### config.mk
export PLATFORM = sky130hd
export DESIGN_NAME = tce_ctrl
export DESIGN_NICKNAME = d
export VERILOG_FILES = /design/src/tce_pkg.sv /design/src/tce_ctrl.sv
export SDC_FILE = /design/constraint.sdc
export NUM_CORES = 1
export LEC_CHECK = 0
export BUFFER_PORTS_ARGS = -buffer_cell sky130_fd_sc_hd__buf_2
export CORE_AREA = 8 8 45 47
export CTS_CLUSTER_DIAMETER = 120
export DETAILED_ROUTE_END_ITERATION = 8
export DIE_AREA = 0 0 53 55
export GPL_TIMING_DRIVEN = 0
export PLACE_DENSITY_LB_ADDON = 0.08
export SKIP_LAST_GASP = 1
export SLEW_MARGIN = 20
export SYNTH_ARGS = -nofsm -noshare
export SYNTH_HDL_FRONTEND = slang
export SYNTH_SLANG_ARGS = --single-unit
### constraint.sdc
create_clock -name i_clk -period 2.1 [get_ports i_clk]
set_clock_uncertainty 0.15 [all_clocks]
set_input_delay 0.105 -clock i_clk [delete_from_list [all_inputs] [get_ports i_clk]]
set_output_delay 0.105 -clock i_clk [all_outputs]
set_load 0.02 [all_outputs]
### src/tce_pkg.sv
// Shared types and opcode constants for the execute unit.
package tce_pkg;

    localparam int WORD_W = 16;

    // Register-format opcodes
    localparam logic [5:0] OP_ADD     = 6'd0;
    localparam logic [5:0] OP_SUB     = 6'd1;
    localparam logic [5:0] OP_MUL     = 6'd2;
    localparam logic [5:0] OP_DIV     = 6'd3;
    localparam logic [5:0] OP_EQ      = 6'd4;
    localparam logic [5:0] OP_NEQ     = 6'd5;
    localparam logic [5:0] OP_LT      = 6'd6;
    localparam logic [5:0] OP_GT      = 6'd7;
    localparam logic [5:0] OP_LE      = 6'd8;
    localparam logic [5:0] OP_GE      = 6'd9;
    localparam logic [5:0] OP_AND     = 6'd10;
    localparam logic [5:0] OP_OR      = 6'd11;
    localparam logic [5:0] OP_XOR     = 6'd12;
    localparam logic [5:0] OP_SHL     = 6'd13;
    localparam logic [5:0] OP_SHR     = 6'd14;
    localparam logic [5:0] OP_LOAD    = 6'd15;
    localparam logic [5:0] OP_STORE   = 6'd16;
    localparam logic [5:0] OP_SYSCALL = 6'd63;

    // Immediate-format opcodes
    localparam logic [5:0] OPI_JMP  = 6'd0;
    localparam logic [5:0] OPI_JCND = 6'd1;
    localparam logic [5:0] OPI_MOVI = 6'd3;

    // Status codes
    localparam logic [1:0] ST_OK      = 2'd0;
    localparam logic [1:0] ST_ILLEGAL = 2'd1;
    localparam logic [1:0] ST_DIVZERO = 2'd2;
    localparam logic [1:0] ST_SYSCALL = 2'd3;

    typedef struct packed {
        logic        instruction_format;
        logic [5:0]  operation;
        logic [3:0]  src_a;
        logic [3:0]  src_b;
        logic [3:0]  dest_reg;
        logic [15:0] immediate;
        logic [15:0] current_pc;
    } t_in_item;

    typedef struct packed {
        logic        reg_written;
        logic [15:0] written_value;
        logic        jump_taken;
        logic [15:0] jump_target;
        logic [1:0]  status;
    } t_out_item;

    // Controller -> datapath commands
    typedef struct packed {
        logic capture;   // latch instruction and read operands
        logic div_start; // load divider
        logic div_step;  // one restoring divide step
        logic mem_read;  // issue memory read
        logic finish;    // form result and commit side effects
    } t_cmd;

    // Datapath -> controller status
    typedef struct packed {
        logic is_div;
        logic is_load;
    } t_sts;

endpackage

### src/tce_ctrl.sv
// Controller state machine for the execute unit.
module tce_ctrl (
    input  logic          i_clk,
    input  logic          i_rst_n,
    input  logic          i_in_valid,
    output logic          o_in_ready,
    output logic          o_out_valid,
    input  logic          i_out_ready,
    input  tce_pkg::t_sts i_sts,
    output tce_pkg::t_cmd o_cmd
);

    localparam logic [2:0] S_IDLE  = 3'd0;
    localparam logic [2:0] S_DEC   = 3'd1;
    localparam logic [2:0] S_DIV   = 3'd2;
    localparam logic [2:0] S_MEM   = 3'd3;
    localparam logic [2:0] S_FIN   = 3'd4;
    localparam logic [2:0] S_OUT   = 3'd5;

    logic [2:0] r_state, n_state;
    logic [3:0] r_cnt, n_cnt;

    assign o_in_ready  = (r_state == S_IDLE);
    assign o_out_valid = (r_state == S_OUT);

    // Next state and commands
    always_comb begin
        n_state = r_state;
        n_cnt   = r_cnt;
        o_cmd   = '0;
        unique case (r_state)
            S_IDLE: begin
                if (i_in_valid) begin
                    o_cmd.capture = 1'b1;
                    n_state = S_DEC;
                end
            end
            S_DEC: begin
                if (i_sts.is_div) begin
                    o_cmd.div_start = 1'b1;
                    n_cnt = 4'd0;
                    n_state = S_DIV;
                end else if (i_sts.is_load) begin
                    o_cmd.mem_read = 1'b1;
                    n_state = S_MEM;
                end else begin
                    n_state = S_FIN;
                end
            end
            S_DIV: begin
                o_cmd.div_step = 1'b1;
                n_cnt = r_cnt + 4'd1;
                if (r_cnt == 4'd15) n_state = S_FIN;
            end
            S_MEM: n_state = S_FIN;
            S_FIN: begin
                o_cmd.finish = 1'b1;
                n_state = S_OUT;
            end
            S_OUT: begin
                if (i_out_ready) n_state = S_IDLE;
            end
            default: n_state = S_IDLE;
        endcase
    end

    always_ff @(posedge i_clk) begin
        if (!i_rst_n) begin
            r_state <= S_IDLE;
            r_cnt   <= 4'd0;
        end else begin
            r_state <= n_state;
            r_cnt   <= n_cnt;
        end
    end

endmodule

### Word level (Yosys, flattened, before mapping)

Index checks and enable logic that the tools add are counted.

| storage, ports and cells | value |
|---|---|
| memories | 0 |
| word-level logic and storage cells | 34 |
| ROM bits | 0 |
| output and inout port bits | 7 |
| flip-flop bits (word level) | 7 |
| bits in latches | 0 |
| RAM bits | 0 |

| operators by class | value |
|---|---|
| mux-type cells | 17 |
| reductions and logical operators | 4 |
| divide/modulo/power cells | 0 |
| shifts and indexed selects | 0 |
| equal/unequal tests | 10 |
| bitwise logic cells | 0 |
| magnitude comparators | 0 |
| multipliers | 0 |
| $add $sub $neg | 1 |

Operators with widths:

| cell | number |
|---|---|
| 3-bit case mux with 6 select lines | 1 |
| 3-bit two-way mux | 5 |
| 1-bit two-way mux | 9 |
| 4-bit case mux with 2 select lines | 1 |
| 3-bit by 2-bit equality test with 1-bit output (second input constant) | 2 |
| 3-bit equality test (second input constant) | 2 |
| 2-bit inequality test (second input constant) | 3 |
| 4-bit by 1-bit adder with 4-bit output (second input constant) | 1 |
| 4-bit equality test (second input constant) | 1 |
| 4-bit two-way mux | 1 |
| 3-bit by 1-bit equality test with 1-bit output (second input constant) | 1 |
| 3-bit zero test | 1 |
| 3-bit AND reduction | 1 |
| 2-bit by 1-bit inequality test with 1-bit output (second input constant) | 1 |
| 2-bit AND reduction | 1 |
| 2-bit nonzero test | 1 |

### Logic depth before layout (Yosys ltp)

Gate-level depths: netlist of run 1.

| depth | value |
|---|---|
| depth in word-level cells | 3 |
| depth in mapped cells | 4 |
| mapped depth without buffers | 4 |

### Worst setup path before layout of run 1

OpenSTA, ideal clock, no wires.

| path | value |
|---|---|
| path type | flip-flop to output port |
| start | register r_state[1] |
| end | output port o_cmd[4] (netlist bit) |
| buffers on the path | 1 |
| cell stages (with the launch flop) | 4 |
| data arrival time | 1.362 ns |
| slack | 0.483 ns |
| cell sequence | dfxtp_1 -> clkbuf_1 -> nor3_1 -> and2_1 |

RTL lines:

| element | line | source |
|---|---|---|
| start: declaration | tce_ctrl.sv:20 | `logic [2:0] r_state, n_state;` |
| start signal: assignment | tce_ctrl.sv:72 | `r_state <= n_state;` |
| end: declaration | tce_ctrl.sv:10 | `output tce_pkg::t_cmd o_cmd` |

### Worst setup path in the final report of run 1

| path | value |
|---|---|
| start | register r_state[1] |
| end | output port o_out_valid |

| between the ends | value |
|---|---|
| cells in the longest elaborated chain, start to end | 1 |

RTL lines:

| element | line | source |
|---|---|---|
| 3-bit equality test | tce_ctrl.sv:24 | `assign o_out_valid = (r_state == S_OUT);` |
| end: declaration | tce_ctrl.sv:7 | `output logic o_out_valid,` |

Every way passes these cells.

==> run_results.csv, run 1 <==
group,metric,value,unit
run_status,status,"complete, no violations",
clock_network,cts_tree,"yes",
critical_path,critPathCaptureType,"output port",
timing,period_minus_slack,1.68,ns
cells_and_area,utilization,0.388,
drt,via_per_inst,5.25,
global_routing,grt-busiest-layer,"met2",
placed_design,placed_cells,80,
cells_and_area,final_layout_size_suffix_gt1_frac,0.261,
synth,postSynthCellCount,52,
cells_and_area,area_growth,27.7,%
cells_and_area,diodes,0,
power_and_ir_drop,swShare,0.370,
timing,hold_viol,0,
global_routing,grt_pass1_wl,1.89,mm
clock_network,clkTransAtPathRegs,0.05,ns
drt,firstDrtPassIters,4,
clock_network,htreeDepth,1,
min_path,hold_path.class,"in -> reg",
synth,synth-seq-cells,7,
timing,final-setup-viol-count,0,
critical_path,criticalPathCategory,"reg -> out",
global_routing,grt-ovfl-total,0,
drt,wire_per_inst,12.8,µm
cells_and_area,final_nets,77,
clock_network,insertion_delay,0.27,ns
critical_path,crit_required,1.85,ns
cells_and_area,fin_cells,85,
die,io_pins,13,
drt,wl,1.09,mm
timing,slew_viol_final,0,
global_routing,met1_usage,0.0912,
global_routing,grt_usage,0.0891,
power_and_ir_drop,internal_power,283,µW
placed_design,pre_cts_ws,0.519,ns
timing,fin_setup_tns,0,ns
critical_path,worstPathArrival,1.42,ns
cells_and_area,most-common-layout-cells,"14 x buf_2, 7 x dfxtp_1, 6 x a21oi_1, 4 x inv_1, 4 x a211oi_1",
global_routing,use_met3,0.0401,
power_and_ir_drop,power_leakage,0.249,nW
clock_network,cts_buffers,3,
die,placementRows,14,
power_and_ir_drop,switching_power,166,µW
cells_and_area,layout_commonest_cell,"buf_2",
drt,vias,446,
global_routing,grt_max_degree,11,
timing,fin_ws,0.420,ns
clock_network,cts_sinks,7,
power_and_ir_drop,pwr-share-clk,0.292,
power_and_ir_drop,p_comb_frac,0.355,
timing,grt_setup_unrepaired,"false",
global_routing,grt_pass1_vias,444,
die,die_w,53,µm
drt,ant_nets,0,
timing,finalCritPeriodShare,0.800,
power_and_ir_drop,power_density,837,mW/mm²
placed_design,place_congestion,0.676,
global_routing,globalRouteMet2Util,0.143,
synth,synth_cell_types,26,
synth,netlist_area,420,µm²
clock_network,cts-resized-gates,0,
global_routing,antenna_found_initial,0,
synth,synthesis.nets,59,
synth,avgSynthCellArea,8.08,µm²
timing,tightest_slew,0.420,ns
timing,timing.fmax,595,MHz
critical_path,critPathMaxFanout,10,
clock_network,cts_buffer_depth,2,
die,die_h,55,µm
die,core_area,0.00138,mm²
timing,slew_headroom,0.720,
clock_network,cts_root_buf,"clkbuf_4",
critical_path,start_kind,"flop",
die,die_area,0.00292,mm²
job,cap_viol_max_count,0,
drt,drc,0,
power_and_ir_drop,total_power,449,µW
drt,drtIter0Drc,4,
placed_design,portBuffers,12,
power_and_ir_drop,seqPwrFrac,0.353,
synth,seq_area_frac_synth,0.333,
die,initial_core_util,0.304,
placed_design,dp_hpwl,825,µm
synth,yosys_warnings,0,
power_and_ir_drop,vdd_drop_max,0.000374,V
==> power groups by stage <==
| stage | combinational [mW] | clock (mW) | sequential, mW |
|---|---|---|---|
| after floorplan | 0.116 | 0 | 0.158 |
| after global placement | 0.160 | 0 | 0.161 |
| after detailed placement | 0.159 | 0 | 0.161 |
| after CTS | 0.161 | 0.135 | 0.158 |
| after global routing | 0.182 | 0.140 | 0.161 |
| final | 0.160 | 0.131 | 0.158 |
==> sequential cells by signal (all words and copies together) (netlist names) <==
register  flops
r_cnt         4
r_state       3
==> critical path, stage by stage (launching register included) <==
cell and delay, ns:
dfxtp_1 0.35, clkbuf_1 0.36, nor2b_1 0.13, and2_1 0.17, buf_2 0.15
==> cell type report <==
class / instances / area (µm²)
well taps: 16 / 20.0
inverters: 4 / 15.0
flip-flops and latches: 7 / 140
multi-input cells: 38 / 251
repair buffers: 13 / 70.1
plain buffers: 3 / 13.8
clock buffers: 4 / 26.3
fillers: 151 / 847
==> layer usage <==
metal / wire [µm] / share of wire
met1: 478 / 0.44
met2: 477 / 0.44
met4: 38 / 0.035
met5: 0 / 0
met3: 98 / 0.090
==> logic make-up (layout without fill, tap and decap cells) <==
logic type               count (synthesis)  after routing  synth area share
AND/OR/NAND/NOR                         20             20             0.318
adder cells (fa/ha/maj)                  1              1            0.0298
buffers and inverters                    7             24            0.0684
AO/OA/AOI/OAI                           17             17             0.250
flip-flops                               7              7             0.333
==> through the flow <==
stage / cell area (µm²) / hold slack [ns]
2_1_floorplan: 420 / 0.0986
3_3_place_gp: 500 / 0.244
3_5_place_dp: 500 / 0.249
4_1_cts: 537 / 0.00449
5_1_grt: 537 / 0.0138
6_report: 537 / 0.00411
==> final timing paths <==
kind,from,end,slack (ns),cells past startpoint
max reg2reg,r_cnt[0],r_state[1],0.50,4
max,r_state[1],o_out_valid,0.42,4
min reg2reg,r_cnt[3],r_cnt[3],0.35,2
min,i_out_ready,r_state[2],0.004,3
==> cells in the mapped netlist, drive strengths merged <==
cell type,number,share of area
o21ai,3,0.036
and3,1,0.015
a21oi,6,0.071
ha,1,0.030
o211ai,1,0.018
nand3b,1,0.018
nor3,3,0.036
nor2b,1,0.015
nand3,1,0.012
a2111oi,1,0.021
buf,2,0.024
nand4bb,1,0.027
nor3b,2,0.036
or3b,2,0.048
nor4,1,0.015
clkbuf,1,0.0089
o22ai,1,0.015
a21o,1,0.018
inv,4,0.036
a211oi,4,0.071
nor2,2,0.018
or3,1,0.015
and4,1,0.021
dfxtp,7,0.33
and2,3,0.045
==> what timing repair did <==
item / in CTS / in global routing
hold endpoints to repair: 2 / 0
hold buffers: 1 / 0
setup buffers: 0 / 0
(Power assumes the default switching activity.)
==> run 2, diff against run 1 <==
- clock period: 2.1 -> 1.4 ns (I/O delays scaled with it)
==> run 2 against run 1 <==
The run now ends with negative setup slack left. Clock power is 46% higher. Sequential cell count is the same. Die area stayed put. Routed wire length grew 12%. First-iteration DRC count grew to 2.5 times the previous value. Critical endpoint is now o_cmd[2]. Largest power group unchanged. Highest routed layer unchanged.
==> run_results.csv, run 2 (synthesis gave the netlist of run 1 again) <==
group,metric,value,unit
global_routing,antenna_found_initial,0,
timing,grt_setup_unrepaired,"true",
clock_network,htreeDepth,1,
cells_and_area,layout_commonest_cell,"buf_2",
cells_and_area,n_fill_cell,140,
critical_path,worstPathCellList,"or3b_4 > inv_2 > buf_6",
critical_path,start_kind,"flop",
timing,period_minus_slack,1.41,ns
critical_path,slowest_delay,0.42,ns
die,placementRows,14,
cells_and_area,diodes,0,
clock_network,clkTransAtPathRegs,0.06,ns
power_and_ir_drop,total_power,791,µW
timing,final-setup-viol-count,3,
timing,fin_ws,-0.0133,ns
cells_and_area,final_nets,86,
cells_and_area,area_growth,69.0,%
die,die_h,55,µm
placed_design,dp_hpwl,783,µm
cells_and_area,largest_register,"r_cnt",
die,io_pins,13,
drt,ant_nets,0,
timing,finalCritPeriodShare,1.01,
timing,fin_setup_tns,-0.0273,ns
cells_and_area,most-common-layout-cells,"9 x buf_2, 8 x buf_4, 6 x a21oi_1, 5 x dfxtp_2, 4 x buf_6",
cells_and_area,largestRegisters,"r_cnt x4, r_state x3",
placed_design,place_congestion,0.719,
clock_network,insertion_delay,0.25,ns
timing,hold_viol,0,
run_status,violations,"negative setup slack",
clock_network,cts_root_buf,"clkbuf_4",
clock_network,cts_buffer_depth,2,
die,die_area,0.00292,mm²
timing,slew_viol_final,0,
critical_path,criticalPathCategory,"reg -> out",
timing,timing.fmax,708,MHz
cells_and_area,largest_register_ffs,4,
drt,wl,1.22,mm
die,core_area,0.00138,mm²
job,cap_viol_max_count,0,
global_routing,grt_pass1_vias,448,
drt,wire_per_inst,13.0,µm
min_path,hold_path.class,"in -> reg",
global_routing,grt_pass1_wl,1.86,mm
power_and_ir_drop,power_density,1110,mW/mm²
critical_path,worstPathArrival,1.19,ns
drt,vias,483,
clock_network,cts_buffers,3,
global_routing,grt_max_degree,11,
critical_path,critPathMaxFanout,4,
placed_design,portBuffers,12,
die,initial_core_util,0.304,
critical_path,slowest_stage,"or3b_4",
drt,firstDrtPassIters,4,
timing,tightest_slew,0.346,ns
critical_path,crit_required,1.18,ns
cells_and_area,fin_cells,94,
clock_network,cts_tree,"yes",
drt,via_per_inst,5.14,
die,die_w,53,µm
cells_and_area,final_layout_size_suffix_gt1_frac,0.526,
power_and_ir_drop,power_leakage,0.314,nW
clock_network,cts_sinks,7,
placed_design,placed_cells,80,
run_status,status,"finished, violations left",
power_and_ir_drop,vdd_drop_max,0.000568,V
drt,drtIter0Drc,10,
global_routing,grt-ovfl-total,0,
drt,drc,0,
global_routing,grt_usage,0.0871,
timing,slew_headroom,0.763,
critical_path,critPathCaptureType,"output port",
==> run 2: where the power goes <==
| part | total [mW] | internal [mW] | switching (mW) |
|---|---|---|---|
| combinational | 0.353 | 0.179 | 0.174 |
| clock | 0.191 | 0.109 | 0.0814 |
| sequential | 0.247 | 0.224 | 0.0227 |
| total | 0.791 | 0.513 | 0.278 |
==> run 2: critical path, delay by kind of cell (launching register included) <==
family,cells,cell delay [ns]
flops,1,0.34
buf+inv,2,0.18
simple gates,1,0.42
==> run 2: layer usage <==
layer / wire, µm / track usage
met1: 498 / 0.0994
met2: 607 / 0.129
met3: 104 / 0.0508
met4: 14 / 0.0388
met5: 0 / 0
==> run 2: through the flow <==
stage	setup WS (ns)	util	hold slack (ns)	cell area [µm²]
finish	-0.0133	0.514	0.0107	711
global route	-0.0746	0.514	0.0241	711
CTS	-0.0172	0.482	0.00646	667
detailed placement	-0.0563	0.373	0.202	515
global placement	-0.0764	0.373	0.210	515
floorplan	0.000808	-	0.0624	435
==> run 2: worst paths after layout <==
kind | startpoint | endpoint | slack [ns] | cells after the start
worst max-delay path | r_state[2] | o_cmd[2] | -0.01 | 3
worst min register to register | r_cnt[3] | r_cnt[3] | 0.37 | 2
worst min-delay path | i_in_valid | r_state[0] | 0.01 | 3
worst max register to register | r_cnt[1] | r_state[1] | -0.01 | 4
==> run 2: timing repair <==
action | CTS | global route
endpoints found under the setup margin | 8 | 9
pin swaps | 3 | 1
hold endpoints to repair | 2 | 0
resized for setup | 18 | 9
gates cloned | 0 | 1
hold buffers | 3 | 0
setup buffers | 5 | 1
==> run 2: cell type report <==
cell class | instances | area (µm²) | area share
multi-input cells | 38 | 309 | 0.435
repair buffers | 22 | 158 | 0.222
flip-flops and latches | 7 | 146 | 0.206
plain buffers | 3 | 36.3 | 0.0511
clock buffers | 4 | 26.3 | 0.0370
well taps | 16 | 20.0 | 0.0282
inverters | 4 | 15.0 | 0.0211
==> run 3, diff against run 2 <==
- CTS_BUF_LIST: default -> sky130_fd_sc_hd__clkbuf_8
- PLACE_DENSITY: default -> 0.63
- PLACE_DENSITY_LB_ADDON: 0.08 -> default
==> run 3 against run 2 <==
Sequential power barely moved. First-iteration DRC count is 30% lower. The run still ends with negative setup slack left. Worst hold slack got worse by 0.010 ns. Design area fell by 1.9%.
==> run_results.csv, run 3 (synthesis gave the netlist of run 1 again) <==
group,metric,value,unit
run_status,status,"finished, violations left",
run_status,violations,"negative setup slack",
drt,vias,485,
cells_and_area,largest_register_ffs,4,
critical_path,slowest_delay,0.43,ns
power_and_ir_drop,seqPwrFrac,0.284,
cells_and_area,largestRegisters,"r_cnt x4, r_state x3",
timing,slew_viol_final,0,
critical_path,worstPathCellList,"or3b_4 > buf_4 > o21ai_0 > a211oi_1",
critical_path,critPathCaptureType,"flop",
power_and_ir_drop,pwr-share-clk,0.320,
clock_network,htreeDepth,1,
power_and_ir_drop,vdd_drop_max,0.000431,V
global_routing,grt_max_degree,11,
cells_and_area,most-common-layout-cells,"8 x buf_2, 7 x buf_4, 6 x a21oi_1, 4 x clkbuf_8, 4 x buf_6",
clock_network,cts_buffers,3,
die,die_area,0.00292,mm²
cells_and_area,largest_register,"r_cnt",
timing,slew_headroom,0.772,
critical_path,crit_family,"simple AND/OR/NAND/NOR gates",
global_routing,grt_pass1_vias,464,
power_and_ir_drop,swShare,0.330,
critical_path,crit_required,1.35,ns
clock_network,cts_buffer_depth,2,
die,core_area,0.00138,mm²
clock_network,insertion_delay,0.23,ns
timing,timing.fmax,678,MHz
die,die_h,55,µm
global_routing,grt_usage,0.0929,
critical_path,critPathMaxFanout,4,
timing,fin_hold_ws,0.000592,ns
cells_and_area,final_nets,82,
drt,drtIter0Drc,7,
cells_and_area,n_fill_cell,131,
placed_design,place_congestion,0.719,
critical_path,r2r_start,"r_state[2]",
drt,wl,1.25,mm
power_and_ir_drop,internal_power,587,µW
placed_design,portBuffers,12,
die,initial_core_util,0.304,
timing,final-setup-viol-count,4,
drt,via_per_inst,5.39,
die,placementRows,14,
clock_network,cts_root_buf,"clkbuf_8",
timing,grt_setup_unrepaired,"true",
critical_path,start_kind,"flop",
critical_path,criticalPathCategory,"reg -> reg",
clock_network,clkTransAtPathRegs,0.04,ns
drt,wire_per_inst,13.9,µm
clock_network,cts_tree,"yes",
cells_and_area,fin_cells,90,
power_and_ir_drop,switching_power,289,µW
critical_path,slowest_stage,"or3b_4",
critical_path,rrSetupSlack,-0.08,ns
cells_and_area,diodes,0,
timing,fin_ws,-0.0757,ns
drt,drc,0,
timing,hold_viol,0,
global_routing,grt-ovfl-total,0,
critical_path,worstPathArrival,1.43,ns
cells_and_area,layout_commonest_cell,"buf_2",
job,cap_viol_max_count,0,
cells_and_area,area_growth,65.8,%
min_path,hold_path.class,"in -> reg",
power_and_ir_drop,p_comb_frac,0.395,
placed_design,place_area,515,µm²
global_routing,antenna_found_initial,0,
critical_path,cp.buffers_inverters,1,
placed_design,placed_cells,80,
cells_and_area,final_layout_size_suffix_gt1_frac,0.527,
timing,tightest_slew,0.342,ns
power_and_ir_drop,power_density,1260,mW/mm²
critical_path,critPathLaunch,"r_state[2]",
placed_design,dp_hpwl,847,µm
timing,finalCritPeriodShare,1.05,
die,die_w,53,µm
die,io_pins,13,
clock_network,cts_sinks,7,
power_and_ir_drop,power_leakage,0.303,nW
cells_and_area,final_area,697,µm²
global_routing,grt_pass1_wl,2.03,mm
drt,firstDrtPassIters,4,
timing,period_minus_slack,1.48,ns
min_path,hold_path_startpoint,"i_out_ready",
drt,ant_nets,0,
[run 3: per-layer routing]
metal / GRT usage / vias up / routed length (µm)
li1: - / 240 / -
met1: 0.0959 / 229 / 522
met2: 0.164 / 14 / 654
met3: 0.0294 / 2 / 65
met4: 0.0517 / 0 / 4
met5: 0 / - / 0
[run 3: final timing paths]
path	cells after the start	to
setup / recovery	4	r_state[2]
hold / removal	3	r_state[2]
setup reg to reg	4	r_state[2]
hold reg to reg	2	r_cnt[3]
[run 3: tightest hold or removal path, stage by stage]
cell and delay (ns):
buf_2 0.09, a21o_1 0.11, a211oi_1 0.06
[run 3: timing repair]
action / 4_1_cts / 5_1_grt
resized for setup: 18 / 9
pin swaps: 3 / 2
buffers inserted: 4 / 1
hold buffers: 1 / 0
endpoints found under the setup margin: 9 / 10
hold endpoints to repair: 2 / 0
[run 3: area by class of cell]
type                       count  area (µm²)  share of cell area
timing repair buffer          18         125               0.180
buffer                         3        36.3              0.0521
multi-input combinational     38         303               0.434
clock buffer                   3        41.3              0.0592
tap                           16        20.0              0.0287
sequential                     7         151               0.217
inverter                       4        15.0              0.0215
clock inverter                 1        5.00             0.00718
[run 3: per-stage QoR]
stage	worst slack (ns)	utilization	power [mW]	TNS, ns
after detailed placement	-0.108	0.373	0.488	-0.201
after CTS	-0.0555	0.474	0.830	-0.109
final	-0.0757	0.504	0.876	-0.173
after global routing	-0.132	0.504	0.931	-0.450
after global placement	-0.0415	0.373	0.482	-0.0772
after floorplan	0.000808	-	0.417	0
[run 3: power by group through the flow]
stage / Sequential, mW / Clock [mW] / Combinational (mW)
5_1_grt: 0.251 / 0.304 / 0.375
3_3_place_gp: 0.242 / 0 / 0.239
6_report: 0.249 / 0.281 / 0.346
3_5_place_dp: 0.244 / 0 / 0.244
4_1_cts: 0.243 / 0.288 / 0.299
2_1_floorplan: 0.238 / 0 / 0.178
